## config.mk

```make
export PLATFORM = sky130hd
export DESIGN_NAME = base64_stream_encoder_line_wrap_top
export DESIGN_NICKNAME = d
export VERILOG_FILES = /design/src/hdl/b64e_pkg.sv /design/src/hdl/b64e_front.sv /design/src/hdl/b64e_queue.sv /design/src/hdl/b64e_back.sv /design/src/hdl/base64_stream_encoder_line_wrap_top.sv
export SDC_FILE = /design/constraint.sdc
export NUM_CORES = 1
export LEC_CHECK = 0
export ABC_AREA = 1
export BUFFER_PORTS_ARGS = -buffer_cell sky130_fd_sc_hd__buf_4
export CELL_PAD_IN_SITES_DETAIL_PLACEMENT = 0
export CELL_PAD_IN_SITES_GLOBAL_PLACEMENT = 2
export CORE_MARGIN = 2
export CORE_UTILIZATION = 25
export CTS_CLUSTER_DIAMETER = 120
export DETAILED_ROUTE_END_ITERATION = 10
export PLACE_DENSITY_LB_ADDON = 0.08
export SYNTH_ARGS = -nofsm -noshare
export SYNTH_HDL_FRONTEND = slang
export SYNTH_SLANG_ARGS = --single-unit
```

## constraint.sdc

```tcl
create_clock -name clk -period 3.75 [get_ports clk]
set_input_delay 0.75 -clock clk [delete_from_list [all_inputs] [get_ports clk]]
set_output_delay 0.75 -clock clk [all_outputs]
set_load 0.01 [all_outputs]
```

## src/hdl/b64e_pkg.sv

```systemverilog
// Package for the base64 line-wrapping encoder.
// Holds the command record passed from front to back, queue sizing and the alphabet lookup.
// No dependencies.
package b64e_pkg;

  localparam int QDEPTH = 2;
  localparam int QPTR_W = $clog2(QDEPTH);
  localparam int QCNT_W = $clog2(QDEPTH + 1);

  localparam logic [7:0] LINE_LENGTH_RESET = 8'd76;
  localparam logic [7:0] NEWLINE_CHAR      = 8'h0A;
  localparam logic [7:0] PAD_CHAR          = 8'h3D;
  localparam logic [7:0] GROUP_CHARS       = 8'd4;

  // Output step codes within one command.
  localparam logic [2:0] STEP_C0 = 3'd0;
  localparam logic [2:0] STEP_C1 = 3'd1;
  localparam logic [2:0] STEP_C2 = 3'd2;
  localparam logic [2:0] STEP_C3 = 3'd3;
  localparam logic [2:0] STEP_NL = 3'd4;

  typedef struct packed {
    logic        has_group;
    logic [23:0] bits;
    logic [1:0]  nvalid;    // real bytes in the group, 1..3
    logic        nl;        // newline after the group (or alone)
  } cmd_t;

  function automatic logic [7:0] b64_char(input logic [5:0] idx);
    logic [7:0] i8;
    i8 = {2'b00, idx};
    if (idx < 6'd26) begin
      b64_char = 8'h41 + i8;
    end else if (idx < 6'd52) begin
      b64_char = 8'h61 + (i8 - 8'd26);
    end else if (idx < 6'd62) begin
      b64_char = 8'h30 + (i8 - 8'd52);
    end else if (idx == 6'd62) begin
      b64_char = 8'h2B;
    end else begin
      b64_char = 8'h2F;
    end
  endfunction

endpackage

```

## src/hdl/b64e_front.sv

```systemverilog
// Front end: accepts input requests, gathers bytes into groups, tracks the line column.
// Pushes one command per request that yields output. Depends on b64e_pkg.
module b64e_front import b64e_pkg::*; (
  input  logic       clk,
  input  logic       rst,
  input  logic       in_valid,
  output logic       in_stall,
  input  logic       kind,
  input  logic [7:0] data_byte,
  input  logic       cfg_wr_en,
  input  logic [7:0] cfg_wr_data,
  input  logic       q_full,
  output logic       push,
  output cmd_t       push_cmd
);

  logic [7:0] line_length;
  logic [7:0] pend0;
  logic [7:0] pend1;
  logic [1:0] pcount;
  logic [7:0] line_count;

  logic       accept;
  logic [8:0] sum;
  logic       wrap;

  assign in_stall = q_full;
  assign accept   = in_valid && !q_full;
  assign sum      = {1'b0, line_count} + {1'b0, GROUP_CHARS};
  assign wrap     = sum >= {1'b0, line_length};

  always_comb begin
    push_cmd           = '0;
    push_cmd.has_group = 1'b0;
    push               = 1'b0;
    if (!kind) begin
      push_cmd.has_group = 1'b1;
      push_cmd.bits      = {pend0, pend1, data_byte};
      push_cmd.nvalid    = 2'd3;
      push_cmd.nl        = wrap;
      push               = accept && (pcount >= 2'd2);
    end else begin
      // finish: a flushed group is always followed by a newline
      if (pcount == 2'd1) begin
        push_cmd.has_group = 1'b1;
        push_cmd.bits      = {pend0, 16'h0000};
        push_cmd.nvalid    = 2'd1;
        push_cmd.nl        = 1'b1;
      end else if (pcount >= 2'd2) begin
        push_cmd.has_group = 1'b1;
        push_cmd.bits      = {pend0, pend1, 8'h00};
        push_cmd.nvalid    = 2'd2;
        push_cmd.nl        = 1'b1;
      end else begin
        push_cmd.nl = line_count != 8'd0;
      end
      push = accept && (push_cmd.has_group || push_cmd.nl);
    end
  end

  always_ff @(posedge clk) begin
    if (rst) begin
      line_length <= LINE_LENGTH_RESET;
      pcount      <= 2'd0;
      line_count  <= 8'd0;
    end else begin
      if (cfg_wr_en) begin
        line_length <= cfg_wr_data;
      end
      if (accept) begin
        if (kind) begin
          pcount     <= 2'd0;
          line_count <= 8'd0;
        end else if (pcount >= 2'd2) begin
          pcount     <= 2'd0;
          line_count <= wrap ? 8'd0 : sum[7:0];
        end else begin
          pcount <= pcount + 2'd1;
        end
      end
    end
  end

  always_ff @(posedge clk) begin
    if (accept && !kind && pcount == 2'd0) begin
      pend0 <= data_byte;
    end
    if (accept && !kind && pcount == 2'd1) begin
      pend1 <= data_byte;
    end
  end

endmodule

```

## src/hdl/b64e_queue.sv

```systemverilog
// Short command queue between front and back ends.
// Depends on b64e_pkg for the command type and depth.
module b64e_queue import b64e_pkg::*; (
  input  logic clk,
  input  logic rst,
  input  logic push,
  input  cmd_t push_cmd,
  input  logic pop,
  output cmd_t head,
  output logic empty,
  output logic full
);

  cmd_t              entries [QDEPTH];
  logic [QPTR_W-1:0] wr_ptr;
  logic [QPTR_W-1:0] rd_ptr;
  logic [QCNT_W-1:0] count;

  assign empty = count == '0;
  assign full  = count == QCNT_W'(QDEPTH);
  assign head  = entries[rd_ptr];

  always_ff @(posedge clk) begin
    if (rst) begin
      wr_ptr <= '0;
      rd_ptr <= '0;
      count  <= '0;
    end else begin
      if (push) begin
        wr_ptr <= wr_ptr + QPTR_W'(1);
      end
      if (pop) begin
        rd_ptr <= rd_ptr + QPTR_W'(1);
      end
      if (push && !pop) begin
        count <= count + QCNT_W'(1);
      end else if (pop && !push) begin
        count <= count - QCNT_W'(1);
      end
    end
  end

  always_ff @(posedge clk) begin
    if (push) begin
      entries[wr_ptr] <= push_cmd;
    end
  end

endmodule

```

## src/hdl/b64e_back.sv

```systemverilog
// Back end: walks each command one character per cycle, unless stalled, into a
// registered output stage. Depends on b64e_pkg for the command type and alphabet.
module b64e_back import b64e_pkg::*; (
  input  logic       clk,
  input  logic       rst,
  input  cmd_t       head,
  input  logic       empty,
  output logic       pop,
  output logic       out_valid,
  input  logic       out_stall,
  output logic [7:0] out_char,
  output logic       last
);

  logic       busy;
  cmd_t       cmd;
  logic [2:0] step;

  logic       advance;
  logic       emit;
  cmd_t       sel_cmd;
  logic [2:0] sel_step;
  logic [7:0] char_next;
  logic       last_next;

  assign advance  = !out_valid || !out_stall;
  assign emit     = advance && (busy || !empty);
  assign pop      = advance && !busy && !empty;
  assign sel_cmd  = busy ? cmd : head;
  assign sel_step = busy ? step : (head.has_group ? STEP_C0 : STEP_NL);

  always_comb begin
    case (sel_step)
      STEP_C0: char_next = b64_char(sel_cmd.bits[23:18]);
      STEP_C1: char_next = b64_char(sel_cmd.bits[17:12]);
      STEP_C2: char_next = (sel_cmd.nvalid > 2'd1) ? b64_char(sel_cmd.bits[11:6]) : PAD_CHAR;
      STEP_C3: char_next = (sel_cmd.nvalid > 2'd2) ? b64_char(sel_cmd.bits[5:0]) : PAD_CHAR;
      default: char_next = NEWLINE_CHAR;
    endcase
    last_next = (sel_step == STEP_NL) || (sel_step == STEP_C3 && !sel_cmd.nl);
  end

  always_ff @(posedge clk) begin
    if (rst) begin
      busy      <= 1'b0;
      out_valid <= 1'b0;
    end else if (advance) begin
      out_valid <= emit;
      if (emit) begin
        busy <= !last_next;
      end
    end
  end

  always_ff @(posedge clk) begin
    if (emit) begin
      out_char <= char_next;
      last     <= last_next;
      cmd      <= sel_cmd;
      step     <= sel_step + 3'd1;
    end
  end

endmodule

```

## src/hdl/base64_stream_encoder_line_wrap_top.sv

```systemverilog
// Top level of the streaming base64 encoder with line wrapping.
// Depends on b64e_pkg, b64e_front, b64e_queue and b64e_back.
//
// Input channel (in_valid/in_stall, kind, data_byte): kind 0 carries a raw byte,
// kind 1 finishes the stream, flushing a partial group with '=' padding and
// ending an open line with a newline.
// Output channel (out_valid/out_stall, out_char, last): one ASCII character per
// transfer; last marks the final character caused by one input request.
// Configuration: cfg_wr_en/cfg_wr_data write line_length (reset 76); write it
// only while the block is idle.
// The first character of a request passes through the command queue and is then
// registered in the output stage. The output stage gives one character per
// cycle while the receiver does not stall, four for a completed group or five with
// a newline; the front takes a request every cycle while the two-entry command
// queue has room, and requests that yield nothing never wait on the queue beyond that.
// Reset (rst, synchronous): discards the held bytes, clears the line column, queue and
// output stage, and restores line_length to 76.
// When the receiver stalls, the output character holds; the queue fills and
// then in_stall rises until the back end drains an entry.
module base64_stream_encoder_line_wrap_top import b64e_pkg::*; (
  input  logic       clk,
  input  logic       rst,
  input  logic       in_valid,
  output logic       in_stall,
  input  logic       kind,
  input  logic [7:0] data_byte,
  output logic       out_valid,
  input  logic       out_stall,
  output logic [7:0] out_char,
  output logic       last,
  input  logic       cfg_wr_en,
  input  logic [7:0] cfg_wr_data
);

  logic push;
  cmd_t push_cmd;
  logic pop;
  cmd_t head;
  logic empty;
  logic full;

  b64e_front u_front (
    .clk        (clk),
    .rst        (rst),
    .in_valid   (in_valid),
    .in_stall   (in_stall),
    .kind       (kind),
    .data_byte  (data_byte),
    .cfg_wr_en  (cfg_wr_en),
    .cfg_wr_data(cfg_wr_data),
    .q_full     (full),
    .push       (push),
    .push_cmd   (push_cmd)
  );

  b64e_queue u_queue (
    .clk     (clk),
    .rst     (rst),
    .push    (push),
    .push_cmd(push_cmd),
    .pop     (pop),
    .head    (head),
    .empty   (empty),
    .full    (full)
  );

  b64e_back u_back (
    .clk      (clk),
    .rst      (rst),
    .head     (head),
    .empty    (empty),
    .pop      (pop),
    .out_valid(out_valid),
    .out_stall(out_stall),
    .out_char (out_char),
    .last     (last)
  );

endmodule

```

==> results of run 1 <==
## through the flow
step	power [W]	hold WS [ns]	setup slack [ns]	cell area [um2]	instances
6_report	0.00910	0.458	0.758	9500	1484
5_1_grt	0.00998	0.499	0.480	9500	1484
4_1_cts	0.00929	0.465	0.711	9500	1484
3_5_place_dp	0.00751	0.455	0.716	8890	1452
3_3_place_gp	0.00766	0.455	0.624	8890	1452
2_1_floorplan	0.00594	0.430	0.429	8120	986
## placed cells by master (no fill, tap or decap), drive strengths merged, types with 8 or more instances in the layout
cell type  netlist  final
ha              50     50
nand3          111    111
clkbuf           3     17
buf             17     44
or2             17     17
inv            153    163
nor2            96     96
nand4            8      8
edfxtp         111    111
a21oi           45     45
xor2            12     12
dfxtp           23     23
nand2          255    255
o21ai           54     54
## power by group through the flow
stage | Clock [W] | Combinational [W] | Sequential, W
2_1_floorplan | 0 | 0.00364 | 0.00230
5_1_grt | 0.00184 | 0.00587 | 0.00228
3_3_place_gp | 0 | 0.00538 | 0.00228
3_5_place_dp | 0 | 0.00523 | 0.00228
4_1_cts | 0.00178 | 0.00526 | 0.00225
6_report | 0.00174 | 0.00512 | 0.00225
## synth_stat cells (11+ instances only)
| master | count | area [um2] |
|---|---|---|
| a21oi_1 | 45 | 225 |
| dfxtp_1 | 23 | 460 |
| edfxtp_1 | 111 | 3330 |
| ha_1 | 50 | 626 |
| inv_1 | 142 | 533 |
| inv_2 | 11 | 41.3 |
| nand2_1 | 241 | 905 |
| nand2_2 | 13 | 81.3 |
| nand3_1 | 107 | 536 |
| nor2_1 | 91 | 342 |
| o21ai_0 | 37 | 185 |
| xor2_1 | 12 | 105 |
## path summary, 6_finish.rpt
check / slack (ns) / start / cells after the start / end
worst max-delay path: 0.76 / flop / 18 / u_back.out_char[5]$_DFFE_PP_
worst max register to register: 0.76 / flop / 18 / u_back.out_char[5]$_DFFE_PP_
worst min register to register: 0.46 / u_front.line_length[0]$_SDFFE_PP0P_ / 2 / u_front.line_length[0]$_SDFFE_PP0P_
worst min-delay path: 0.46 / u_front.line_length[0]$_SDFFE_PP0P_ / 2 / u_front.line_length[0]$_SDFFE_PP0P_
## cells by family after synthesis
family	share of synthesized area [%]
AND/OR/NAND/NOR	26.6
adder cells (fa/ha/maj)	7.70
flip-flops	46.7
XOR/XNOR	1.73
AO/OA/AOI/OAI	8.33
buffers and inverters	8.95
## state kept, by name (all words and copies together) (netlist names), named ones only
name and flops:
u_queue.entries 56, u_back.cmd 27, u_back.out_char 8, u_front.line_length 8, u_front.pend0 8, u_front.pend1 8, u_front.line_count 6, u_back.step 3
u_front.pcount 2, u_queue.count 2, u_back.busy 1, u_back.last 1, u_back.out_valid 1, u_queue.rd_ptr 1, u_queue.wr_ptr 1
## tightest hold or removal path, delay by kind of cell, from the launching register on
kind | cells | cell delay, ns
flip-flops | 1 | 0.30
buffers and inverters | 1 | 0.06
AO/OA/AOI/OAI | 1 | 0.06
## per-layer routing
| metal | GRT usage (%) | share of wire (%) | wire length, um |
|---|---|---|---|
| met3 | 1.98 | 1.7 | 393 |
| met4 | 3.26 | 1.0 | 242 |
| met2 | 23.6 | 47 | 10900 |
| met1 | 19.4 | 50 | 11700 |
| met5 | 0 | 0 | 0 |
## layout make-up
type                            count  share of cell area, %
Sequential cell                   134                   40.0
Multi-Input combinational cell    679                   38.1
Inverter                          153                   6.05
Tap cell                          442                   5.82
Clock buffer                       17                   4.48
Timing Repair Buffer               44                   3.74
Clock inverter                     15                   1.84
==> run summary, run 1 <==
The run finished with clean final reports. Area of the multi-input gates: 3620 um2. The tools report the distinct cell type count of the synthesized netlist as 41. The congestion estimate from routability-driven global placement came to 0.746. The repair_antennas step left the layout with diodes totalling 0. The highest cell delay on the worst timing path works out to 0.35 ns. The combinational group share of total power was 56.2%. The first detailed-routing pass took 4 iterations. In this run the worst path has a maximum fanout of 25. The total buffers and inverters traversed by the critical path works out to 4. The logs give 33 for the I/O pin count and 0 for the yosys synthesis warning count. The kind of end point of the critical path was a flop. Setup violations remaining at the end of the flow were counted as 0. The final count of hold timing violations came out at 0. In this run the mean area of a mapped cell was 8.24 um2.

The floorplan die width is 184 um. The cell count after synthesis came out at 986. After floorplanning, the core was divided into 66 placement rows. The most used cell along the critical path is nand2_1.

Clock tree synthesis selected as its root buffer the cell clkbuf_16. For the final database, setup skew stands at 0.0142 ns. For this design, the slowest cell found on the critical path is o21ai_2.

The logs give 6226 for the overall via count from detail_route and 32300 um2 for the placeable core area. For the clock tree buffer depth, the log shows 2. In the final layout, flip-flops and latches occupy 3790 um2. The arrival time at the worst endpoint is 3.18 ns, and the netlist area before placement is 8120 um2. For the total length of routed wires, the log shows 23200 um.

Counting the fill cells in the layout gives 3476. The most used flip-flop cell after synthesis is edfxtp_1. The initial core utilization was 25.2%; the fraction of power consumed by sequential logic was 24.7%. At the later pin of the worst-skew pair, clock insertion delay measures 0.42 ns. Sequential elements use 46.7% of the synthesized area. Entering global routing, the biggest net connects 42 pins. The tools report the launching element type of the critical path as a flop. Static timing analysis puts the maximum clock frequency at 334 MHz. The total setup buffers inserted after CTS is 0, and the final period utilization is 79.8%. The detail route stage leaves a number of antenna-violating nets equal to 0.

Of the total power, the share spent switching nets is 48.7%. The slew of the pin with the lowest slew margin was 0.696 ns; the switching power total was 0.00443 W. The tools report the worst max-slew margin expressed relative to the limit as 53.4%.

The total power divided by cell area was 959 nW/um2; the max-slew violation count was 0. The synthesized design contains 111 enable-type register cells. CTS saw 134 sinks. The number of synthesized register bits came out at 134. After global routing the overflow that remains totals 0. Setup repair after global routing left no endpoint under its margin. The area growth from synthesis to layout is 16.9%.

After routing, the total negative slack on setup checks comes to 0 ns. In the routed design, unresolved DRC markers number 0. The first global-routing pass estimated 36000 um of wire. Walking the worst path, the cells encountered are inv_2 -> buf_4 -> nand2_1 -> nand3_1 -> nand2_1 -> ha_1 -> inv_1 -> nand3_2 -> o21ai_2 -> o21ai_0 -> nand2_1 -> nand3_1 -> nand2_1 -> nand2_1 -> nand2_1 -> nand2_1 -> inv_1 -> nand2_1. TritonCTS built the clock tree. In the final layout, the share of cells above drive strength 1 is 12.6%.

The die covers 33900 um2. Global routing consumed, over all layers together, 14.1% of the routing resources. The async set-reset flop share out of synthesis is 0%. The number of global-route vias before repair is 6246. The average vias per placed instance was 4.20; the core occupancy in the finished layout was 29.4%. For this design the static power due to leakage is 4.27 nW.

Type of the worst min-delay path: flop to flop. Dividing the detail-routed wire length by the instance count gives 15.7 um. For the number of H-tree levels, the log shows 4. STA puts the critical path data required time at 3.94 ns.

The total number of nets in the final design was 1101; the violation count after the first detailed-routing iteration was 317. The run gives 0 as the post-CTS resize count. For this design, the CTS-stage hold fixing added 0 buffers. Across the run, the number of max-cap violations was 0. Critical path's top delay family: simple AND/OR/NAND/NOR gates. The final critical delay including setup and external delays is 2.99 ns, and the height of the die is 184 um. For the number of antenna violations at the first check in global routing, the log shows 0.

The logs give 19.1% for the clock group share of total power and 0.00467 W for the internal power of the cells. The number of clock buffers added by TritonCTS is 17. The number of I/O port buffers was 32.

Synthesis produced a netlist with a net count of 1058. Across the VDD grid, the largest voltage drop is 0.331 mV. The wire-length estimate of the detail-placed layout is 18000 um.

The worst setup path is of the flop to flop kind. The clock-pin slew on the worst setup and hold paths was 0.08 ns.
Note: power is estimated with default switching activity, not from simulation.
==> inputs of run 2 (changes only) <==
==> constraint.sdc (replaced) <==
create_clock -name clk -period 2.5 [get_ports clk]
set_input_delay 0.5 -clock clk [delete_from_list [all_inputs] [get_ports clk]]
set_output_delay 0.5 -clock clk [all_outputs]
set_load 0.01 [all_outputs]
==> run summary, run 2 (synthesized netlist as in run 1, its figures left out) <==
The flow ran to the end, and the final reports show no timing, DRC or antenna violations. For the highest clock frequency the design can meet, the log shows 421 MHz (+26%). For the last weighted congestion value of the routability-driven placer, the log shows 0.800 (+7.2%).

The clock-pin slew on the worst setup and hold paths is 0.07 ns (about the same), and the all-layer global routing usage is 14.6% (+0.44 points). The final critical delay including setup and external delays is 2.37 ns (-0.619 ns). The register with the most flip-flops in the final layout is u_queue.entries.

The site row count is 66 (unchanged), and the full die area is 33900 um2 (unchanged). The height of the die was 184 um (unchanged). For the overall via count from detail_route, the log shows 6724 (+8.0%). For the number of H-tree levels, the log shows 4 (unchanged).

The total number of clock tree sinks came out at 134 (unchanged). Setup repair after global routing could not meet its margin everywhere. For the worst-skew pair later-pin latency, the log shows 0.42 ns (about the same). The HPWL after detailed placement was 18400 um (+2.1%). The post-synthesis to final-layout area growth works out to 34.4%. The tightest min-delay check is of the primary input to flop type.

TritonCTS built the clock tree. Floorplan die width: 184 um (unchanged). The maximum net fanout on the critical path is 11 (-56%), and the final setup skew is 0.00785 ns (-0.00634 ns). The hold buffer count at CTS came out at 0 (unchanged). The final cell count without fillers was 1598 (+7.7%).

For the I/O pin count, the log shows 33 (unchanged). The logs give 0 (unchanged) for the number of antenna violations at the first check in global routing and 1550 (+6.7%) for the number of instances in the placed design. The arrival time at the worst endpoint is 2.55 ns (-0.63 ns), and the number of flip-flops under the largest register name is 56 (unchanged).

For the number of max-cap violations, the log shows 0 (unchanged). The number of diodes is 0 (unchanged), and the maximum number of pins on one net before global-route repair is 42 (unchanged). The run gives 24400 um (+4.9%) as the total length of routed wires.

The ratio of cells with drive above 1 in the final layout was 27.8% (+15 points). The worst setup path is captured at a flop. The clock buffer count from CTS is 17 (unchanged). The total power divided by cell area came out at 1500 nW/um2 (+57%).

Leaving out fill and tap cells, the most frequent cell in the layout is nand2_1. The launching element type of the critical path was a flop. The run gives 0 ns (unchanged) as the sum of negative setup slack. The number of I/O port buffers came out at 32 (unchanged).

Remaining antenna violation count: 0 (unchanged). The run gives 2 (unchanged) as the clock tree buffer depth. The average wire per cell in the routed design works out to 15.2 um (-2.6%).

The top cell types in the final layout, fill and taps aside, are 223 x nand2_1, 143 x buf_4, 133 x inv_1. The logs give 0 (unchanged) for the final setup violation count and 4 (unchanged) for the count of TritonRoute iterations in the first routing pass. The average vias per placed instance is 4.21 (+0.29%).

For the final count of hold timing violations, the log shows 0 (unchanged). The standby leakage power was 4.96 nW (+16%). The largest registers in the layout are u_queue.entries: 56 flops, u_back.cmd: 27 flops. The run gives 319 (+0.63%) as the violation count after the first detailed-routing iteration. The logs give 1215 (+10%) for the total number of nets in the final design and 37500 um (+4.1%) for the first-pass GRT wire length. The setup path with the least slack is of type flop to flop. The global-route congestion overflow total is 0 (unchanged).

For the post-detailed-route DRC marker count, the log shows 0 (unchanged). The max-slew violation count is 0 (unchanged). The run gives 2.68 ns (-1.26 ns) as the data required time at the worst endpoint. Initial core utilization: 25.2% (unchanged). The worst max-slew margin expressed relative to the limit was 63.3% (+9.8 points); the final period utilization was 94.9% (+15 points). The tools report the number of global-route vias before repair as 6607 (+5.8%). The placeable core area came out at 32300 um2 (unchanged). The tools report the largest vdd supply drop as 0.558 mV (+69%).

The tree is rooted in a clkbuf_16. Slew of the pin with the lowest slew margin: 0.545 ns (-0.150 ns).
run 2: timing repair:
| item | in CTS | in global routing |
|---|---|---|
| gates resized for setup | 15 | 103 |
| cloned | 0 | 4 |
| pin swaps | 2 | 23 |
| endpoints found under the hold margin | 0 | 0 |
| setup buffers | 5 | 7 |
| endpoints found under the setup margin | 5 | 15 |
run 2: final timing paths:
check | from | endpoint | slack, ns | depth (start not counted)
max | u_back.busy$_SDFFE_PP0P_ | u_back.out_char[7]$_DFFE_PP_ | 0.13 | 13
min | data_byte[4] | u_front.pend1[4]$_DFFE_PP_ | 0.27 | 1
max reg2reg | u_back.busy$_SDFFE_PP0P_ | u_back.out_char[7]$_DFFE_PP_ | 0.13 | 13
min reg2reg | u_front.line_length[0]$_SDFFE_PP0P_ | u_front.line_length[0]$_SDFFE_PP0P_ | 0.46 | 2
run 2: per-layer routing:
layer | vias up | track usage [%] | wire [um]
met3 | 15 | 2.51 | 507
met2 | 72 | 22.2 | 10800
met4 | 0 | 3.42 | 221
met1 | 3085 | 21.4 | 12800
met5 | - | 0 | 0
li1 | 3552 | - | -
run 2: stage by stage:
step           total power [W]  instance area, um2  setup WS (ns)  hold WS [ns]  utilization, %
4_1_cts                 0.0155               10400        0.00147         0.250            32.1
6_report                0.0164               10900          0.127         0.270            33.8
2_1_floorplan          0.00890                8130         -0.111         0.430               -
3_5_place_dp            0.0126                9680         -0.144         0.453            30.0
5_1_grt                 0.0179               10900        -0.0663         0.246            33.8
3_3_place_gp            0.0128                9680         -0.131         0.453            30.0
run 2: final cells by class:
cell class,instances,area (um2)
multi-input combinational,679,4020
tap,442,553
fill,3451,21400
clock inverter,15,179
timing repair buffer,158,1350
clock buffer,17,425
inverter,153,587
sequential,134,3800
run 2: worst max-delay path, cell delays in order, from the launching register on:
cell and delay, ns:
dfxtp_4 0.38, inv_8 0.06, clkbuf_16 0.18, o21ai_4 0.24
inv_2 0.10, ha_1 0.22, inv_1 0.10, nand2_1 0.07
nand2_2 0.11, nand2_1 0.12, buf_4 0.15, nand3_1 0.07
o22ai_1 0.09, or2_1 0.22
run 2: report_power, final:
group          leakage [nW]  switching (W)  internal (W)
sequential             1.23       0.000187       0.00321
clock                 0.289        0.00104       0.00157
combinational          3.44        0.00616       0.00425
